==> config.mk <==
export PLATFORM = sky130hd
export DESIGN_NAME = bgs_front
export DESIGN_NICKNAME = d
export VERILOG_FILES = /design/src/hdl/bgs_pkg.sv /design/src/hdl/bgs_front.sv
export SDC_FILE = /design/constraint.sdc
export NUM_CORES = 1
export LEC_CHECK = 0
export ABC_AREA = 1
export BUFFER_PORTS_ARGS = -buffer_cell sky130_fd_sc_hd__buf_4
export CORE_MARGIN = 2
export CORE_UTILIZATION = 50
export DETAILED_ROUTE_END_ITERATION = 6
export PLACE_DENSITY = 0.77
export REMOVE_ABC_BUFFERS = 1
export SLEW_MARGIN = 20
export SYNTH_ARGS = -nofsm -noshare
export SYNTH_HDL_FRONTEND = slang
export SYNTH_SLANG_ARGS = --single-unit
export TNS_END_PERCENT = 5
==> constraint.sdc <==
create_clock -name clk -period 9.3 [get_ports clk]
set_clock_uncertainty 0.2 [all_clocks]
set_input_delay 0.465 -clock clk [delete_from_list [all_inputs] [get_ports clk]]
set_output_delay 0.465 -clock clk [all_outputs]
set_load 0.005 [all_outputs]
==> src/hdl/bgs_pkg.sv <==
// Shared types, constants and codes of the bilateral grid splat unit.
// No dependencies; every other file imports this package.
package bgs_pkg;

  localparam int DIMS        = 7;
  localparam int GRID_DEPTH  = 65536;
  localparam int NUM_CLASSES = 2;
  localparam int FRAC_BITS   = 10;

  localparam int NUM_CFG   = 7;
  localparam int CFG_IDX_W = 3;
  localparam int SIZE_W    = 5;
  localparam int COORD_W   = 16;
  localparam int VAL_W     = 8;
  localparam int VIDX_W    = 16;
  localparam int SUM_W     = 40;

  localparam int IP_W     = COORD_W - FRAC_BITS;
  localparam int POS_W    = IP_W + 2;
  localparam int WT_W     = FRAC_BITS + 1;
  localparam int STR_W    = SIZE_W * DIMS;
  localparam int IDX_W    = POS_W + STR_W + 3;
  localparam int ADDR_W   = $clog2(GRID_DEPTH);
  localparam int PROD_W   = WT_W + VAL_W;
  localparam int CSHR     = (FRAC_BITS >= 8) ? FRAC_BITS - 8 : 0;
  localparam int CSHL     = (FRAC_BITS < 8) ? 8 - FRAC_BITS : 0;
  localparam int CON_W    = PROD_W + CSHL;
  localparam int SETTLE_W = $clog2(DIMS + 1);
  localparam logic [WT_W-1:0] W_ONE = WT_W'(1) << FRAC_BITS;
  localparam logic [SIZE_W-1:0] SIZE_RESET = SIZE_W'(4);

  typedef enum logic {
    REQ_SPLAT = 1'b0,
    REQ_READ  = 1'b1
  } req_kind_t;

  typedef enum logic {
    WK_IDLE,
    WK_SPLAT
  } walk_state_t;

  typedef struct packed {
    logic                req_type;
    logic [COORD_W-1:0]  coord_d0;
    logic [COORD_W-1:0]  coord_d1;
    logic [COORD_W-1:0]  coord_d2;
    logic [COORD_W-1:0]  coord_d3;
    logic [COORD_W-1:0]  coord_d4;
    logic [COORD_W-1:0]  coord_d5;
    logic [COORD_W-1:0]  coord_d6;
    logic [VAL_W-1:0]    value_class0;
    logic [VAL_W-1:0]    value_class1;
    logic [VIDX_W-1:0]   vertex_index;
  } in_item_t;

  typedef struct packed {
    logic [SUM_W-1:0] sum_class0;
    logic [SUM_W-1:0] sum_class1;
    logic             dropped_flag;
  } out_item_t;

  // Classified item as it waits between front and walker.
  typedef struct packed {
    logic                          is_read;
    logic [DIMS-1:0][IP_W-1:0]     ip;
    logic [DIMS-1:0][FRAC_BITS-1:0] fr;
    logic [VAL_W-1:0]              val0;
    logic [VAL_W-1:0]              val1;
    logic [VIDX_W-1:0]             vertex;
  } work_t;

  // One store access from walker to accumulator.
  typedef struct packed {
    logic              vld;
    logic              rd;
    logic              zero;
    logic              sticky;
    logic [ADDR_W-1:0] addr;
    logic [SUM_W-1:0]  con0;
    logic [SUM_W-1:0]  con1;
  } acc_req_t;

  typedef struct packed {
    logic clearing;
    logic out_full;
  } acc_stat_t;

endpackage

==> src/hdl/bgs_front.sv <==
// Front end: accepts input beats, classifies them and queues them.
// Depends on bgs_pkg.
module bgs_front (
  input  logic              clk,
  input  logic              rst_n,
  input  logic              in_push,
  output logic              in_full,
  input  bgs_pkg::in_item_t in_item,
  input  logic              clearing,
  input  logic              deq,
  output logic              q_empty,
  output bgs_pkg::work_t    head
);
  import bgs_pkg::*;

  work_t                       q_r [2];
  logic                        wr_ptr_r, rd_ptr_r;
  logic [1:0]                  cnt_r;
  work_t                       wk;
  logic [6:0][COORD_W-1:0]     cv;
  logic                        push_ok;

  assign cv = {in_item.coord_d6, in_item.coord_d5, in_item.coord_d4, in_item.coord_d3,
               in_item.coord_d2, in_item.coord_d1, in_item.coord_d0};

  always_comb begin
    wk.is_read = (in_item.req_type == REQ_READ);
    for (int j = 0; j < DIMS; j++) begin
      wk.ip[j] = cv[j][COORD_W-1:FRAC_BITS];
      wk.fr[j] = cv[j][FRAC_BITS-1:0];
    end
    wk.val0   = in_item.value_class0;
    wk.val1   = in_item.value_class1;
    wk.vertex = in_item.vertex_index;
  end

  assign in_full = (cnt_r == 2'd2) || clearing;
  assign push_ok = in_push && !in_full;
  assign q_empty = (cnt_r == 2'd0);
  assign head    = q_r[rd_ptr_r];

  always_ff @(posedge clk) begin
    if (push_ok) q_r[wr_ptr_r] <= wk;
  end

  always_ff @(posedge clk) begin
    if (!rst_n) begin
      wr_ptr_r <= 1'b0;
      rd_ptr_r <= 1'b0;
      cnt_r    <= 2'd0;
    end else begin
      if (push_ok) wr_ptr_r <= !wr_ptr_r;
      if (deq) rd_ptr_r <= !rd_ptr_r;
      cnt_r <= cnt_r + 2'(push_ok) - 2'(deq);
    end
  end

endmodule

## Word-level counts from Yosys, hierarchy flattened

Memories as Yosys holds them, arrays and structs flattened. A register that Yosys moved wholly into a read port is not among the register bits.
Index checks and enable logic that the tools add are counted.

| storage, ports and cells | value |
|---|---|
| bits in registers | 4 |
| memory bits (writable) | 290 |
| bits of input ports | 150 |
| output and inout bits | 147 |
| word-level logic and storage cells | 17 |
| memories | 1 |

Memory list:

| memory | depth | width | read ports | clocked after memory_dff | wr ports | RTL line | source |
|---|---|---|---|---|---|---|---|
| q_r | 2 | 145 | 1 | 1 | 1 | bgs_front.sv:16 | `work_t q_r [2];` |

| cells by class | value |
|---|---|
| add/sub/neg operators | 2 |
| eq/ne operators | 1 |
| multiplexer cells | 4 |
| reductions and logical operators | 6 |

Operators by type and width:

| cell | number |
|---|---|
| 1-bit 2-to-1 mux | 4 |
| 1-bit zero test | 3 |
| 2-bit by 1-bit adder with 2-bit output | 1 |
| 2-bit == test (second input constant) | 1 |
| 2-bit zero test | 1 |
| 2-bit by 1-bit subtractor with 2-bit output | 1 |
| 1-bit logical AND | 1 |
| 1-bit logical OR | 1 |

## Depth between registers and ports, before layout

| logic depth | value |
|---|---|
| word-level depth | 6 |
| depth in mapped cells | 10 |

## Worst setup path before layout

Ideal clock, no wire load.

| path | value |
|---|---|
| path kind | input to register |
| start | input port clearing |
| end | memory q_r[0][0] in the netlist's numbering, enable pin |
| setup time | 0.652 ns |
| data arrival time | 6.686 ns |
| path slack | 1.763 ns |
| stages on the path | 3 |
| buffers on the path | 0 |
| cell sequence | inv_1 -> nand3_1 -> nor2_1 |

| on the way | value |
|---|---|
| longest elaborated chain between the ends | 5 |

Ends and longest elaborated chain:

| what | RTL line | source |
|---|---|---|
| start: declaration | bgs_front.sv:9 | `input logic clearing,` |
| 1-bit logical OR | bgs_front.sv:37 | `assign in_full = (cnt_r == 2'd2) \|\| clearing;` |
| 1-bit zero test | bgs_front.sv:38 | `assign push_ok = in_push && !in_full;` |
| 1-bit logical AND | bgs_front.sv:38 |  |
| 1-bit 2-to-1 mux | bgs_front.sv:43 | `if (push_ok) q_r[wr_ptr_r] <= wk;` |
| 1-bit 2-to-1 mux (not written as such) | bgs_front.sv:43 |  |
| end: declaration | bgs_front.sv:16 |  |

No other way between the ends.

## Worst setup path after layout

| path | value |
|---|---|
| start | register cnt_r[0] |
| end | memory q_r[0][100] in the netlist's numbering, enable pin |

| on the way | value |
|---|---|
| longest elaborated chain between the ends | 6 |

Ends and longest elaborated chain:

| what | RTL line | source |
|---|---|---|
| start: declaration | bgs_front.sv:18 | `logic [1:0] cnt_r;` |
| start signal: assignment | bgs_front.sv:54 | `cnt_r <= cnt_r + 2'(push_ok) - 2'(deq);` |
| 2-bit == test | bgs_front.sv:37 |  |
| 1-bit logical OR | bgs_front.sv:37 |  |
| 1-bit zero test | bgs_front.sv:38 |  |
| 1-bit logical AND | bgs_front.sv:38 |  |
| 1-bit 2-to-1 mux | bgs_front.sv:43 |  |
| 1-bit 2-to-1 mux (not written as such) | bgs_front.sv:43 |  |

No other way between the ends.

==> flow_metrics.env <==
export IMPL_htree_levels=1
export IMPL_via_per_inst=4.97
export IMPL_irDropWorstVdd_mv=0.153
export IMPL_r2r_slack_ns=5.95
export IMPL_gp_congestion=0.783
export IMPL_syn_to_final_growth_pct=45.3
export IMPL_drive_gt1_share_pct=50.6
export IMPL_worst_ep_arrival_time_ns=3.31
export IMPL_endpoint_kind="flip-flop"
export IMPL_slowest_stage="buf_4"
export IMPL_holdCritPathClass="primary input to flip-flop"
export IMPL_core_um2=21200
export IMPL_grt_pass1_wl_mm=35.9
export IMPL_layout_min_cycle_time_ns=3.35
export IMPL_dpl_hpwl_mm=14.4
export IMPL_antenna_left=0
export IMPL_track_usage_pct=20.6
export IMPL_worstPathRequired_ns=9.26
export IMPL_io_buffers=296
export IMPL_cts_resized=0
export IMPL_hold_end="wr_ptr_r"
export IMPL_cp_max_fo=58
export IMPL_ys_ff_latch=295
export IMPL_crit_type="flip-flop to flip-flop"
export IMPL_p_leak_uw=0.00605
export IMPL_die_w_um=152
export IMPL_synth_mux_area_share_pct=16.7
export IMPL_max_freq_mhz=299
export IMPL_layout_nets=1102
export IMPL_slew_viol_final=0
export IMPL_synth_compound_area_share_pct=0.0460
export IMPL_clkLatencyLatePin_ns=0.53
export IMPL_synth_top_family_by_area="multiplexers"
export IMPL_cts_buffer_depth=3
export IMPL_vias=6198
export IMPL_synth_xor_area_share_pct=0
export IMPL_routed_wl_mm=24.6
export IMPL_hold_viol=0
export IMPL_synth_simple_area_share_pct=0.758
export IMPL_grt_pass1_vias=6626
export IMPL_fill_cells=1194
export IMPL_outcome="finished clean"
export IMPL_setup_viol=0
export IMPL_clock_sinks=295
export IMPL_cts_tree="done"
export IMPL_fp_dieH_um=152
export IMPL_r2r_end="q_r[0][100]"
export IMPL_dieArea_um2=23000
export IMPL_drc=0
export IMPL_reg2reg_depth=7
export IMPL_ys_warn_count=0
export IMPL_tns_ns=0
export IMPL_seq_area_frac_synth_pct=80.9
export IMPL_rsz0062_at_grt="no"
export IMPL_synthCells=486
export IMPL_synthAdderAreaFrac_pct=0.230
export IMPL_cap_violations=0
export IMPL_finalPower_uw=3040
export IMPL_wl_per_cell_um=19.7
export IMPL_io_pins=297
export IMPL_cts_root_buf="clkbuf_16"
export IMPL_synth_cell_types=14
export IMPL_fin_crit_sh_pct=36.0
export IMPL_first_iter_violations=315
export IMPL_regArea_um2=8810
export IMPL_std_cell_rows=53
export IMPL_multiInputGateArea_um2=1940
export IMPL_maxSlewHeadroom_pct=38.2
export IMPL_worstHoldStart="in_push"
export IMPL_r2r_start="cnt_r[0]"
export IMPL_syn_avg_cell_area_um2=22.4
export IMPL_timing_final_ws_setup_ns=5.95
export IMPL_cp_cell_sequence="inv_1 -> nand2_1 -> nand3_1 -> nor2_4 -> buf_12 -> buf_4 -> buf_4"
export IMPL_start_util_pct=51.3
export IMPL_startpoint_type="flip-flop"
export IMPL_path_common_cell="buf_4"
export IMPL_synth_cell_area_um2=10900
export IMPL_grt_overflow=0
export IMPL_worst_pin_slew_ns=0.927
export IMPL_crit_path_max_incr_delay_ns=0.72
export IMPL_place_ws_ns=5.40
export IMPL_clk_pin_slew_ns=0.06
export IMPL_drt_pass1_iter_count=4
export IMPL_antenna_found_initial=1
export IMPL_numCtsBuffers=29
export IMPL_p_per_area_nw_per_um2=192
export IMPL_cts_setup_buffers=0
export IMPL_whs_path_depth=4
export IMPL_grt_max_degree=85
[state kept, by name, summed over array words and instances (netlist names), named ones only]
register  flops
q_r         290
wr_ptr_r      1
rd_ptr_r      1
cnt_r         2
[power breakdown]
group          internal (uW)  switching [uW]
Combinational            209             136
Sequential              1520            18.8
Clock                    682             468
Total                   2410             622
[cell type report]
cell class	instances	share of cell area, %
clock inverters	16	1.15
multi-input cells	168	12.3
repair buffers	449	23.7
well taps	275	2.17
flip-flops and latches	295	55.7
diodes	1	0.0158
clock buffers	36	4.75
inverters	7	0.198
[layout by cell type (no fill, tap or decap), types with 2 or more instances in the layout]
| cell type | instances |
|---|---|
| edfxtp_1 | 290 |
| nand2_1 | 9 |
| clkbuf_16 | 29 |
| clkbuf_1 | 7 |
| clkinvlp_4 | 2 |
| inv_1 | 6 |
| bufinv_16 | 4 |
| dlygate4sd3_1 | 147 |
| ha_1 | 2 |
| dfxtp_1 | 4 |
| clkinv_1 | 5 |
| buf_4 | 300 |
| mux2_2 | 95 |
| inv_6 | 2 |
| mux2_4 | 50 |
| nor2_1 | 6 |
| clkinv_2 | 4 |
| nand3_1 | 2 |
[what timing repair did]
| action | in CTS | in global routing |
|---|---|---|
| hold endpoints to repair | 295 | 0 |
| hold buffers | 147 | 0 |
| endpoints found under the setup margin | 0 | 0 |
[metal layers]
layer,vias to the layer above,wire [um],track usage [%]
met5,-,0,0
met4,0,634,6.16
met3,47,1850,4.10
met2,290,12900,38.5
met1,3017,9190,23.8
li1,2844,-,-
[through the flow]
step | cell area (um2) | hold slack (ns) | cells | utilization (%)
after CTS | 15800 | 0.182 | 1245 | 74.4
final | 15800 | 0.221 | 1247 | 74.6
after detailed placement | 13400 | 0.291 | 1046 | 63.1
after global placement | 13400 | 0.278 | 1046 | 63.1
after global routing | 15800 | 0.210 | 1247 | 74.6
after floorplan | 10800 | 0.263 | 470 | -
[Yosys cell counts (all sizes together)]
cell type | number | area (um2)
a21oi | 1 | 5.00
buf | 16 | 124
dfxtp | 5 | 100
edfxtp | 290 | 8710
ha | 2 | 25.0
inv | 7 | 26.3
mux2 | 145 | 1820
nand2 | 9 | 33.8
nand3 | 2 | 10.0
nand4 | 1 | 6.26
nor2 | 7 | 26.3
or2 | 1 | 6.26
[worst max-delay path: cells and delay by family, from the launching register on]
family | cells | cell delay [ns]
buffers and inverters | 4 | 1.60
AND/OR/NAND/NOR | 3 | 0.67
flip-flops | 1 | 0.39
[how the worst max path moves through the flow]
stage / slack, ns / cells past startpoint / to / from
after CTS: 5.54 / 6 / q_r[0][71] / cnt_r[0]
final: 5.95 / 7 / q_r[0][100] / cnt_r[0]
after global placement: 5.56 / 6 / q_r[0][50] / clearing
after global routing: 5.77 / 7 / q_r[0][51] / cnt_r[0]
after floorplan: 1.76 / 3 / q_r[0][0] / clearing
after detailed placement: 5.40 / 6 / q_r[0][50] / clearing
[cell families after synthesis]
family / Yosys count
buffers and inverters: 23
AO/OA/AOI/OAI: 1
AND/OR/NAND/NOR: 20
multiplexers: 145
adder cells (fa/ha/maj): 2
flip-flops: 295
No activity file was read; power rests on OpenSTA's default activity.
